===== config.mk =====
export PLATFORM = sky130hd
export DESIGN_NAME = jpeg_frame_header_scanner
export DESIGN_NICKNAME = d
export VERILOG_FILES = /design/src/sv/jfhs_pkg.sv /design/src/sv/jfhs_parser.sv /design/src/sv/jfhs_out_reg.sv /design/src/sv/jpeg_frame_header_scanner.sv
export SDC_FILE = /design/constraint.sdc
export NUM_CORES = 1
export LEC_CHECK = 0
export BUFFER_PORTS_ARGS = -buffer_cell sky130_fd_sc_hd__buf_2
export CORE_UTILIZATION = 33
export CTS_CLUSTER_DIAMETER = 80
export CTS_CLUSTER_SIZE = 25
export DETAILED_ROUTE_END_ITERATION = 10
export GPL_ROUTABILITY_DRIVEN = 0
export PLACE_DENSITY = 0.52
export SETUP_SLACK_MARGIN = 0.5
export SLEW_MARGIN = 20
export SYNTH_ARGS = -nofsm -noshare
export SYNTH_HDL_FRONTEND = slang
export SYNTH_SLANG_ARGS = --single-unit

===== constraint.sdc =====
create_clock -name clk_i -period 8.19 [get_ports clk_i]
set_input_delay 1.2285 -clock clk_i [delete_from_list [all_inputs] [get_ports clk_i]]
set_output_delay 1.2285 -clock clk_i [all_outputs]
set_load 0.05 [all_outputs]

===== src/sv/jfhs_pkg.sv =====
// Package for the JPEG frame header scanner: parse phases, marker codes,
// status codes and the result record shared by the parser, output stage and top.
// No dependencies.
package jfhs_pkg;

  // Byte position counter width and its largest value
  localparam int unsigned POS_W = 32;
  localparam logic [63:0] POS_MAX = {64{1'b1}} >> (64 - POS_W);

  // Marker bytes
  localparam logic [7:0] MRK_PREFIX = 8'hFF;
  localparam logic [7:0] MRK_SOI    = 8'hD8;
  localparam logic [7:0] MRK_EOI    = 8'hD9;
  localparam logic [7:0] MRK_SOS    = 8'hDA;

  // Result status codes
  localparam logic [2:0] ST_OK        = 3'd0;
  localparam logic [2:0] ST_SHORT     = 3'd1;
  localparam logic [2:0] ST_NO_SOI    = 3'd2;
  localparam logic [2:0] ST_SCAN      = 3'd3;
  localparam logic [2:0] ST_BAD_LEN   = 3'd4;
  localparam logic [2:0] ST_SHORT_SOF = 3'd5;
  localparam logic [2:0] ST_ZERO_SIZE = 3'd6;
  localparam logic [2:0] ST_END       = 3'd7;

  // Parse phases, one-hot
  typedef enum logic [12:0] {
    PH_IDLE   = 13'b0000000000001,
    PH_SOI1   = 13'b0000000000010,
    PH_HUNT   = 13'b0000000000100,
    PH_MARKER = 13'b0000000001000,
    PH_LEN_HI = 13'b0000000010000,
    PH_LEN_LO = 13'b0000000100000,
    PH_SKIP   = 13'b0000001000000,
    PH_PREC   = 13'b0000010000000,
    PH_H1     = 13'b0000100000000,
    PH_H0     = 13'b0001000000000,
    PH_W1     = 13'b0010000000000,
    PH_W0     = 13'b0100000000000,
    PH_NC     = 13'b1000000000000
  } phase_e;

  // One result item
  typedef struct packed {
    logic        found;
    logic [15:0] image_width;
    logic [15:0] image_height;
    logic [7:0]  component_count;
    logic [2:0]  status;
  } result_t;

  // Start-of-frame marker set: C0-C3, C5-C7, C9-CB, CD-CF
  function automatic logic is_sof(input logic [7:0] m);
    return (m[7:4] == 4'hC) && (m[1:0] != 2'b00 || m[3:2] == 2'b00);
  endfunction

endpackage


===== src/sv/jfhs_parser.sv =====
// Byte-wise JPEG marker parser: phase register, position and length counters,
// frame field capture. Produces at most one result per accepted byte.
// Depends on jfhs_pkg.
module jfhs_parser (
  input  logic              clk_i,
  input  logic              rst_ni,
  input  logic              accept_i,
  input  logic [7:0]        data_byte_i,
  input  logic              first_byte_i,
  input  logic [31:0]       file_length_i,
  output logic              res_valid_o,
  output jfhs_pkg::result_t res_o
);

  localparam int unsigned PW = jfhs_pkg::POS_W;

  jfhs_pkg::phase_e phase_q, phase_d;
  logic [PW-1:0]    pos_q, pos_d;
  logic [PW-1:0]    limit_q, limit_d;
  logic [7:0]       len_hi_q, len_hi_d;
  logic [15:0]      skip_q, skip_d;
  logic [7:0]       marker_q, marker_d;
  logic [15:0]      height_q, height_d;
  logic [15:0]      width_q, width_d;

  logic [63:0]      len_ext;
  logic [PW-1:0]    new_limit;
  logic [PW:0]      pos_p2;
  logic             hunt_stop;
  logic [15:0]      seg_size;
  logic [PW:0]      seg_end;
  logic [PW-1:0]    pos_p1;

  // Clip the sampled file length to the counter range
  assign len_ext   = 64'(file_length_i);
  assign new_limit = (len_ext > jfhs_pkg::POS_MAX) ? jfhs_pkg::POS_MAX[PW-1:0]
                                                   : len_ext[PW-1:0];

  // Shared position compares
  assign pos_p1    = pos_q + 1'b1;
  assign pos_p2    = {1'b0, pos_q} + (PW+1)'(2);
  assign hunt_stop = pos_p2 >= {1'b0, limit_q};
  assign seg_size  = {len_hi_q, data_byte_i};
  assign seg_end   = {1'b0, pos_q} - 1'b1 + (PW+1)'(seg_size);

  // Next-state and result logic
  always_comb begin
    phase_d     = phase_q;
    pos_d       = pos_q;
    limit_d     = limit_q;
    len_hi_d    = len_hi_q;
    skip_d      = skip_q;
    marker_d    = marker_q;
    height_d    = height_q;
    width_d     = width_q;
    res_valid_o = 1'b0;
    res_o       = '0;

    if (first_byte_i) begin
      limit_d  = new_limit;
      pos_d    = '0;
      len_hi_d = '0;
      skip_d   = '0;
      marker_d = '0;
      height_d = '0;
      width_d  = '0;
      phase_d  = jfhs_pkg::PH_IDLE;
      if (new_limit < PW'(4)) begin
        res_valid_o = 1'b1;
        res_o.status = jfhs_pkg::ST_SHORT;
      end else if (data_byte_i != jfhs_pkg::MRK_PREFIX) begin
        res_valid_o = 1'b1;
        res_o.status = jfhs_pkg::ST_NO_SOI;
      end else begin
        phase_d = jfhs_pkg::PH_SOI1;
        pos_d   = PW'(1);
      end
    end else begin
      unique case (phase_q)
        jfhs_pkg::PH_IDLE: begin
        end
        jfhs_pkg::PH_SOI1: begin
          if (data_byte_i != jfhs_pkg::MRK_SOI) begin
            res_valid_o  = 1'b1;
            res_o.status = jfhs_pkg::ST_NO_SOI;
            phase_d      = jfhs_pkg::PH_IDLE;
          end else begin
            pos_d = pos_p1;
            if (hunt_stop) begin
              res_valid_o  = 1'b1;
              res_o.status = jfhs_pkg::ST_END;
              phase_d      = jfhs_pkg::PH_IDLE;
            end else begin
              phase_d = jfhs_pkg::PH_HUNT;
            end
          end
        end
        jfhs_pkg::PH_HUNT: begin
          pos_d = pos_p1;
          if (data_byte_i == jfhs_pkg::MRK_PREFIX) begin
            phase_d = jfhs_pkg::PH_MARKER;
          end else if (hunt_stop) begin
            res_valid_o  = 1'b1;
            res_o.status = jfhs_pkg::ST_END;
            phase_d      = jfhs_pkg::PH_IDLE;
          end
        end
        jfhs_pkg::PH_MARKER: begin
          if (data_byte_i == jfhs_pkg::MRK_SOI || data_byte_i == jfhs_pkg::MRK_EOI) begin
            // standalone marker: back to hunting
            pos_d = pos_p1;
            if (hunt_stop) begin
              res_valid_o  = 1'b1;
              res_o.status = jfhs_pkg::ST_END;
              phase_d      = jfhs_pkg::PH_IDLE;
            end else begin
              phase_d = jfhs_pkg::PH_HUNT;
            end
          end else if (data_byte_i == jfhs_pkg::MRK_SOS) begin
            res_valid_o  = 1'b1;
            res_o.status = jfhs_pkg::ST_SCAN;
            phase_d      = jfhs_pkg::PH_IDLE;
          end else if (hunt_stop) begin
            // no room for the length field
            res_valid_o  = 1'b1;
            res_o.status = jfhs_pkg::ST_BAD_LEN;
            phase_d      = jfhs_pkg::PH_IDLE;
          end else begin
            marker_d = data_byte_i;
            pos_d    = pos_p1;
            phase_d  = jfhs_pkg::PH_LEN_HI;
          end
        end
        jfhs_pkg::PH_LEN_HI: begin
          len_hi_d = data_byte_i;
          pos_d    = pos_p1;
          phase_d  = jfhs_pkg::PH_LEN_LO;
        end
        jfhs_pkg::PH_LEN_LO: begin
          if (seg_size < 16'd2 || seg_end > {1'b0, limit_q}) begin
            res_valid_o  = 1'b1;
            res_o.status = jfhs_pkg::ST_BAD_LEN;
            phase_d      = jfhs_pkg::PH_IDLE;
          end else begin
            pos_d = pos_p1;
            if (jfhs_pkg::is_sof(marker_q)) begin
              if (seg_size < 16'd8) begin
                res_valid_o  = 1'b1;
                res_o.status = jfhs_pkg::ST_SHORT_SOF;
                phase_d      = jfhs_pkg::PH_IDLE;
              end else begin
                phase_d = jfhs_pkg::PH_PREC;
              end
            end else if (seg_size == 16'd2) begin
              // empty segment
              if (hunt_stop) begin
                res_valid_o  = 1'b1;
                res_o.status = jfhs_pkg::ST_END;
                phase_d      = jfhs_pkg::PH_IDLE;
              end else begin
                phase_d = jfhs_pkg::PH_HUNT;
              end
            end else begin
              skip_d  = seg_size - 16'd2;
              phase_d = jfhs_pkg::PH_SKIP;
            end
          end
        end
        jfhs_pkg::PH_SKIP: begin
          skip_d = skip_q - 16'd1;
          pos_d  = pos_p1;
          if (skip_q == 16'd1) begin
            if (hunt_stop) begin
              res_valid_o  = 1'b1;
              res_o.status = jfhs_pkg::ST_END;
              phase_d      = jfhs_pkg::PH_IDLE;
            end else begin
              phase_d = jfhs_pkg::PH_HUNT;
            end
          end
        end
        jfhs_pkg::PH_PREC: begin
          pos_d   = pos_p1;
          phase_d = jfhs_pkg::PH_H1;
        end
        jfhs_pkg::PH_H1: begin
          height_d = {data_byte_i, 8'h00};
          pos_d    = pos_p1;
          phase_d  = jfhs_pkg::PH_H0;
        end
        jfhs_pkg::PH_H0: begin
          height_d = {height_q[15:8], data_byte_i};
          pos_d    = pos_p1;
          phase_d  = jfhs_pkg::PH_W1;
        end
        jfhs_pkg::PH_W1: begin
          width_d = {data_byte_i, 8'h00};
          pos_d   = pos_p1;
          phase_d = jfhs_pkg::PH_W0;
        end
        jfhs_pkg::PH_W0: begin
          width_d = {width_q[15:8], data_byte_i};
          pos_d   = pos_p1;
          phase_d = jfhs_pkg::PH_NC;
        end
        jfhs_pkg::PH_NC: begin
          pos_d                 = pos_p1;
          phase_d               = jfhs_pkg::PH_IDLE;
          res_valid_o           = 1'b1;
          res_o.image_width     = width_q;
          res_o.image_height    = height_q;
          res_o.component_count = data_byte_i;
          if (width_q == 16'd0 || height_q == 16'd0) begin
            res_o.status = jfhs_pkg::ST_ZERO_SIZE;
          end else begin
            res_o.status = jfhs_pkg::ST_OK;
            res_o.found  = 1'b1;
          end
        end
        default: begin
          phase_d = jfhs_pkg::PH_IDLE;
        end
      endcase
    end
  end

  // State registers, updated on each input transfer
  always_ff @(posedge clk_i or negedge rst_ni) begin
    if (!rst_ni) begin
      phase_q  <= jfhs_pkg::PH_IDLE;
      pos_q    <= '0;
      limit_q  <= '0;
      len_hi_q <= '0;
      skip_q   <= '0;
      marker_q <= '0;
      height_q <= '0;
      width_q  <= '0;
    end else if (accept_i) begin
      phase_q  <= phase_d;
      pos_q    <= pos_d;
      limit_q  <= limit_d;
      len_hi_q <= len_hi_d;
      skip_q   <= skip_d;
      marker_q <= marker_d;
      height_q <= height_d;
      width_q  <= width_d;
    end
  end

  // Checks
  a_found_ok: assert property (@(posedge clk_i) disable iff (!rst_ni)
    res_valid_o |-> (res_o.found == (res_o.status == jfhs_pkg::ST_OK)))
    else $error("found disagrees with status");

  a_idle_after_result: assert property (@(posedge clk_i) disable iff (!rst_ni)
    (accept_i && res_valid_o) |=> (phase_q == jfhs_pkg::PH_IDLE))
    else $error("parser not idle after a result");

  a_idle_silent: assert property (@(posedge clk_i) disable iff (!rst_ni)
    (phase_q == jfhs_pkg::PH_IDLE && !first_byte_i) |-> !res_valid_o)
    else $error("result produced while idle");

  a_skip_nonzero: assert property (@(posedge clk_i) disable iff (!rst_ni)
    (phase_q == jfhs_pkg::PH_SKIP) |-> (skip_q != 16'd0))
    else $error("skip count empty in skip phase");

endmodule


===== src/sv/jfhs_out_reg.sv =====
// Result register for the scanner: holds one result until the downstream
// transfer, and lets a new byte in while the held result is being taken.
// Depends on jfhs_pkg.
module jfhs_out_reg (
  input  logic              clk_i,
  input  logic              rst_ni,
  input  logic              load_i,
  input  jfhs_pkg::result_t res_i,
  output logic              free_o,
  output logic              out_valid_o,
  input  logic              out_ready_i,
  output jfhs_pkg::result_t res_o
);

  logic              valid_q;
  jfhs_pkg::result_t res_q;

  // Slot is free when empty or draining this cycle
  assign free_o      = !valid_q || out_ready_i;
  assign out_valid_o = valid_q;
  assign res_o       = res_q;

  always_ff @(posedge clk_i or negedge rst_ni) begin
    if (!rst_ni) begin
      valid_q <= 1'b0;
    end else if (load_i) begin
      valid_q <= 1'b1;
    end else if (out_ready_i) begin
      valid_q <= 1'b0;
    end
  end

  // Payload, no reset
  always_ff @(posedge clk_i) begin
    if (load_i) begin
      res_q <= res_i;
    end
  end

endmodule


===== src/sv/jpeg_frame_header_scanner.sv =====
// JPEG frame header scanner: one file byte per transfer, at most one result per file.
// Throughput: one byte per cycle, except while a held result waits downstream.
// Latency: a result is presented in the cycle after the byte that ends the parse.
// Input ready drops only while a held result is not taken downstream.
// Reset (rst_ni low, asynchronous) returns the parser to idle and empties
// the result register. Depends on jfhs_pkg, jfhs_parser, jfhs_out_reg.
module jpeg_frame_header_scanner (
  input  logic        clk_i,
  input  logic        rst_ni,
  input  logic        in_valid_i,
  output logic        in_ready_o,
  input  logic [7:0]  data_byte_i,
  input  logic        first_byte_i,
  input  logic [31:0] file_length_i,
  output logic        out_valid_o,
  input  logic        out_ready_i,
  output logic        found_o,
  output logic [15:0] image_width_o,
  output logic [15:0] image_height_o,
  output logic [7:0]  component_count_o,
  output logic [2:0]  status_o
);

  logic              accept;
  logic              res_valid;
  logic              slot_free;
  jfhs_pkg::result_t res_new;
  jfhs_pkg::result_t res_out;

  assign in_ready_o = slot_free;
  assign accept     = in_valid_i && slot_free;

  jfhs_parser u_parser (
    .clk_i        (clk_i),
    .rst_ni       (rst_ni),
    .accept_i     (accept),
    .data_byte_i  (data_byte_i),
    .first_byte_i (first_byte_i),
    .file_length_i(file_length_i),
    .res_valid_o  (res_valid),
    .res_o        (res_new)
  );

  jfhs_out_reg u_out_reg (
    .clk_i      (clk_i),
    .rst_ni     (rst_ni),
    .load_i     (accept && res_valid),
    .res_i      (res_new),
    .free_o     (slot_free),
    .out_valid_o(out_valid_o),
    .out_ready_i(out_ready_i),
    .res_o      (res_out)
  );

  // Result fields
  assign found_o           = res_out.found;
  assign image_width_o     = res_out.image_width;
  assign image_height_o    = res_out.image_height;
  assign component_count_o = res_out.component_count;
  assign status_o          = res_out.status;

endmodule


== Yosys cells after proc, flatten, opt, wreduce, memory -nomap -nowiden ==
Index checks and enable logic that the tools add are counted.

* Bitwise logic cells: 1
* Mux-type cells: 75
* Magnitude comparators: 6
* Reductions and logical operators: 34
* Add/subtract/negate cells: 6
* Equal/unequal tests: 36

{| class="wikitable"
|+ Operator list
! cell !! number
|-
| $mux 32 || 8
|-
| $pmux 13 s12 || 1
|-
| $mux 13 || 11
|-
| $pmux 32 s4 || 1
|-
| $mux 16 || 6
|-
| $pmux 16 s2 || 3
|-
| $mux 8 || 8
|-
| $mux 3 || 15
|-
| $add 32x2->33 const B || 1
|-
| $add 33x16->33 || 1
|-
| $ge 33x32->1 || 1
|-
| $gt 33x32->1 || 1
|-
| $sub 32x1->33 const B || 1
|-
| $add 32x1->32 const B || 1
|-
| $eq 8x8->1 const B || 4
|-
| $gt 32x32->1 const B || 1
|-
| $logic_not 16->1 || 2
|-
| $lt 32x3->1 const B || 1
|-
| $pmux 3 s6 || 1
|-
| $mux 1 || 17
|-
| $eq 16x1->1 const B || 1
|-
| $eq 16x2->1 const B || 1
|-
| $lt 16x2->1 const B || 1
|-
| $lt 16x4->1 const B || 1
|-
| other kinds (41) || 69
|}

* Flip-flop bits (word level): 186
* Output and inout bits: 46
* Input bits: 45
* Word-level logic and storage cells: 174

== Logic depth before layout (Yosys ltp) ==
* Word-level depth: 10
* Gate-level depth with buffers: 27
* Mapped depth without buffers: 25

== By module ==
Synthesis repeated with hierarchy kept, for this count alone.

* Cells, all modules: 1,543
* Area total of the unflattened synthesis: 13,446.6 µm²

{| class="wikitable"
|+ Modules (own cells, without submodules)
! module !! cells each !! sequential area each (µm²) !! area each (µm²) !! times used
|-
| jfhs_parser || 1,494 || 3,529.6 || 12,065.3 || 1
|-
| jfhs_out_reg || 47 || 1,346.3 || 1,368.8 || 1
|-
| jpeg_frame_header_scanner || 2 || 0.0 || 12.5 || 1
|}

== Least setup slack after synthesis ==
No wires, ideal clock.

* Kind: input to register
* From: in data_byte_i[5]
* To: reg u_out_reg.res_q, in the netlist u_out_reg.res_o[0], enable pin
* Arrival: 7,379 ps
* Setup time: 445 ps
* Data required time: 7,745 ps
* Path buffers: 1
* Cell stages on the path: 24
* Slack: 366 ps
* Cells stage by stage: clkbuf_1 inv_1 ha_1 inv_1 ha_1 a21oi_1 o211ai_1 and4b_1 or2_2 a31oi_1 o21ai_0 a21o_1 a21oi_1 xnor2_1 ha_1 nand4_1 nor2_1 nand4_1 nor3_1 o32a_1 o31a_1 a311oi_1 o211a_1 nor2_1

* Word-level cells in the longest chain between the ends: 7
* Elaborated cells between the ends (all ways): 26
* Those cells by class: add/sub (1); order compare (3); eq/ne (7); mux (12); reduce/logical (3)

{| class="wikitable"
|+ RTL lines
! item !! line !! RTL
|-
| start, declared || jpeg_frame_header_scanner.sv:12 || <nowiki>input logic [7:0] data_byte_i,</nowiki>
|-
| $add 33x16->33, or another cell as far along || jfhs_parser.sv:44 || <nowiki>assign seg_end = {1'b0, pos_q} - 1'b1 + (PW+1)'(seg_size);</nowiki>
|-
| $gt 33x32->1, or another cell as far along || jfhs_parser.sv:140 || <nowiki>if (seg_size < 16'd2 || seg_end > {1'b0, limit_q}) begin</nowiki>
|-
| $logic_or 1x1->1 or $mux 1 (tied branches) || jfhs_parser.sv:140, jfhs_parser.sv:146 ||
|-
| $mux 1 || jfhs_parser.sv:140 ||
|-
| $pmux 1 s6 || jfhs_parser.sv:79 || <nowiki>unique case (phase_q)</nowiki>
|-
| $mux 1 * || jfhs_parser.sv:59 || <nowiki>if (first_byte_i) begin</nowiki>
|-
| $logic_and 1x1->1 * || jpeg_frame_header_scanner.sv:47 || <nowiki>.load_i (accept && res_valid),</nowiki>
|-
| net u_out_reg.load_i || jfhs_out_reg.sv:7 || <nowiki>input logic load_i,</nowiki>
|-
| end signal, assigned || jfhs_out_reg.sv:36 || <nowiki>res_q <= res_i;</nowiki>
|-
| end, declared || jfhs_out_reg.sv:16 || <nowiki>jfhs_pkg::result_t res_q;</nowiki>
|}

Mark *: on every way through the listed nets, which the timed path passes. The rest lies on a longest branch.
A chain may end at the register's enable or synchronous reset.

== Final worst setup path ==
* From: in data_byte_i[2]
* To: reg u_parser.pos_q[11]

* Word-level cells in the longest chain between the ends: 5
* Elaborated cells between the ends (all ways): 17
* Those cells by class: add/sub (1); order compare (2); eq/ne (8); mux (3); reduce/logical (3)

{| class="wikitable"
|+ RTL lines
! item !! line !! RTL
|-
| $add 33x16->33 or $eq 8x8->1 (tied branches) || jfhs_parser.sv:44, jfhs_parser.sv:109 ||
|-
| $gt 33x32->1 or $logic_or 1x1->1 (tied branches) || jfhs_parser.sv:140, jfhs_parser.sv:109 ||
|-
| $logic_or 1x1->1 or $mux 32 (tied branches) || jfhs_parser.sv:140, jfhs_parser.sv:109 ||
|-
| $ne 3x3->1 (no line) or $pmux 32 s4 (tied branches) || - ||
|-
| $reduce_and 6->1 (no line) or $mux 32 (tied branches) || - ||
|-
| end signal, assigned || jfhs_parser.sv:240 || <nowiki>pos_q <= pos_d;</nowiki>
|-
| end, declared || jfhs_parser.sv:18 || <nowiki>logic [PW-1:0] pos_q, pos_d;</nowiki>
|}

Parallel ways exist; a longest one is shown, timed or not.

==> results by group <==
STA
  – RSZ-0062 raised after global routing: false
  – Fmax: 0.137 GHz
  – Clk_skew: 0.0133 ns
  – Max-slew violations: 0
  – Final min period: 7.30 ns
  – # setup viols final: 0
  – Slew headroom: 0.319
  – Final setup TNS: 0 ns
  – Fin worst setup slack: 0.887 ns
  – Final hold vios: 0
  – Crit share post-route: 0.892
  – Worst-Margin Slew: 1.02 ns

Critical path
  – Delay-heaviest family, CP: compound AO/OA/AOI/OAI gates
  – R2r startpoint: u_parser.pos_q[0]
  – Worst path max stage delay: 0.56 ns
  – Critical Path RT: 8.60 ns
  – WP buf/inv: 4
  – Flop2flop setup slack: 1.23 ns
  – Crit end category: flop
  – WP data arrival: 7.71 ns
  – Startpoint Class: input pin
  – CP Capture Point: u_parser.pos_q[11]
  – R2R cell count: 27
  – CP max stage cell: or4_1
  – CP most frequent cell: ha_1
  – CP max FO: 15
  – Reg-to-Reg End: u_parser.pos_q[11]
  – CP Class: input pin to flop
  – Crit. Startpoint: data_byte_i[2]
  – Critical path depth: 25

GRT
  – GRT Overall Usage: 0.206
  – Vias in the first global route: 11600
  – Largest net degree at the start of global routing: 83
  – Total congestion overflow: 0
  – First-pass GRT wire length: 66900 um
  – Initial antenna violation count: 0

Clocking
  – Clock transition at the registers of the reported paths: 0.08 ns
  – Root Buffer: clkbuf_16
  – Worst skew pair latency: 0.47 ns
  – Total CTS buffers: 17
  – CTS tree: built
  – Post-CTS Setup Bufs: 0
  – Clk sinks: 186
  – H-tree Lvls: 4
  – CTS Buffer Depth: 2

Detailed routing
  – Iteration-0 DRC Markers: 884
  – Drt wl/cell: 19.5 um
  – Via Count: 12100
  – Post-DR vias/cell: 5.55
  – DRC viols: 0
  – Post-DRT Antenna Nets: 0
  – Drt pass-1 iters: 5
  – Final WL: 42500 um

Power and ir drop
  – Power per standard cell area: 169 nW/um2
  – Max VDD drop: 128 uV
  – Lkg Pwr: 6.78 nW

Synthesis
  – Net Count, Synth: 1753
  – Synth area leader: dfrtp_1
  – Synth Instances: 1575
  – Synthesized area: 13700 um2
  – Register bit total from synthesis: 186
  – Sequential fraction of the synthesis area: 0.355
  – Main area contributors after synthesis: dfrtp_1 (26%), ha_1 (12%), edfxtp_1 (9.6%), nand2_1 (5.0%), o21ai_0 (4.5%)
  – Top cells by count, synth: nand2_1 (181), dfrtp_1 (141), ha_1 (132)
  – FFs w/ async S/R, synth: 0.763
  – Post-synth cell types: 91
  – Post-synth EDFFs: 44
  – Ys Warns: 0
  – Post-synth top area share: 0.257
  – Avg Inst Size Synth: 8.71 um2
  – Top_reg_cell synth: dfrtp_1
  – Most numerous cell in the Yosys netlist: nand2_1

Cells and area
  – Fillcell total: 4201
  – Final Net Count: 1815
  – Ratio of cells with drive above 1 in the final layout: 0.113
  – Multi-input logic area: 8070 um2
  – Register area: 4880 um2
  – Antenna cells: 0
  – Area growth syn-to-layout: 11.8%

Floorplanning
  – Core area: 40900 um2
  – # rows: 74
  – Initial Utilization: 0.335
  – Full die area: 42400 um2
  – Die height: 206 um
  – Die width: 206 um
  – IO Pins: 91

Min path
  – Min-Delay Startpoint: u_parser.height_q[15]
  – Hold Crit Class: flop to flop
  – Cell depth of the worst hold path: 2

Placed design
  – Number of port buffers: 90
  – Worst slack at placement: 0.389 ns
  – DP Wirelength: 32100 um

Run status
  – Status: finished, final reports clean

Run
  – Max-cap violations: 0
==> sequential cells by signal, indices dropped and copies added (netlist names) <==
name                   count
u_out_reg.res_o           44
u_parser.limit_q          32
u_parser.pos_q            32
u_parser.height_q         16
u_parser.skip_q           16
u_parser.width_q          16
u_parser.phase_q          13
u_parser.len_hi_q          8
u_parser.marker_q          8
u_out_reg.out_valid_o      1
==> cell families (layout without fill, tap and decap cells) <==
family | Yosys count | count (layout) | synth area share
AO/OA/AOI/OAI | 380 | 380 | 0.184
XOR/XNOR | 80 | 80 | 0.0511
adder cells (fa/ha/maj) | 133 | 133 | 0.122
buffers and inverters | 202 | 277 | 0.0598
flip-flops | 186 | 186 | 0.355
multiplexers | 12 | 12 | 0.00949
AND/OR/NAND/NOR | 582 | 582 | 0.219
==> tightest hold or removal path: cells and delay by family (launching register included) <==
kind	cells	cell delay, ns
flops	1	0.36
simple gates	1	0.06
compound gates	1	0.05
==> layout by cell type, fill, tap and decap left out, types with 9 or more instances in the layout <==
master       n
a21o_1      25
a21oi_1     65
a22o_1       9
a31oi_1     20
and3_1      44
and4_1      14
buf_2       89
buf_4       24
clkbuf_16   17
dfrtp_1    141
edfxtp_1    44
ha_1       132
inv_1      129
nand2_1    180
nand2b_1    12
nand3_1     65
nand4_1     38
nor2_1      81
nor3_1      36
nor4_1      31
o211ai_1    14
o21a_1      11
o21ai_0    123
o31ai_1     25
o41ai_1     10
or3_1       12
or4_1       12
xnor2_1     67
xor2_1      13
==> routing by layer <==
metal,vias to the layer above,track usage,routed length (um),part of all wire
met5,-,0,0,0
met1,5872,0.267,19100,0.45
met2,313,0.350,20500,0.48
met4,0,0.0775,1220,0.029
met3,51,0.0262,1700,0.040
li1,5877,-,-,-
==> how the worst min path moves through the flow <==
| stage | to | slack (ns) |
|---|---|---|
| floorplan | u_parser.height_q[10] | 0.46 |
| global placement | u_parser.width_q[8] | 0.48 |
| detailed placement | u_parser.width_q[13] | 0.49 |
| CTS | u_parser.width_q[13] | 0.51 |
| global route | u_parser.marker_q[2] | 0.53 |
| finish | u_parser.height_q[15] | 0.50 |
==> per-stage QoR <==
stage          std cells  total power, mW  cell area [um2]  hold WS, ns  utilization
6_report            2182             2.60            15300        0.502        0.375
5_1_grt             2182             2.75            15300        0.531        0.375
4_1_cts             2182             2.62            15300        0.505        0.374
3_5_place_dp        2150             1.77            14700        0.487        0.360
3_3_place_gp        2150             1.76            14700        0.483        0.360
2_1_floorplan       1575             1.55            13700        0.463            -
==> area by class of cell <==
cell class | count | area share
flip-flops and latches | 186 | 0.318
clock buffers | 18 | 0.0280
multi-input cells | 1187 | 0.526
well taps | 532 | 0.0434
repair buffers | 115 | 0.0428
clock inverters | 14 | 0.00987
inverters | 130 | 0.0318
==> report_power, final <==
| group | internal (mW) | total [mW] | switching [mW] |
|---|---|---|---|
| Clock | 0.409 | 0.839 | 0.431 |
| Sequential | 1.02 | 1.08 | 0.0564 |
| Combinational | 0.242 | 0.681 | 0.439 |
| Total | 1.67 | 2.60 | 0.926 |
==> timing repair <==
action | in CTS | in global routing
gates resized for setup | 0 | 4
setup endpoints to repair | 0 | 57
hold buffers | 0 | 0
Power figures use the tool's default switching activity.
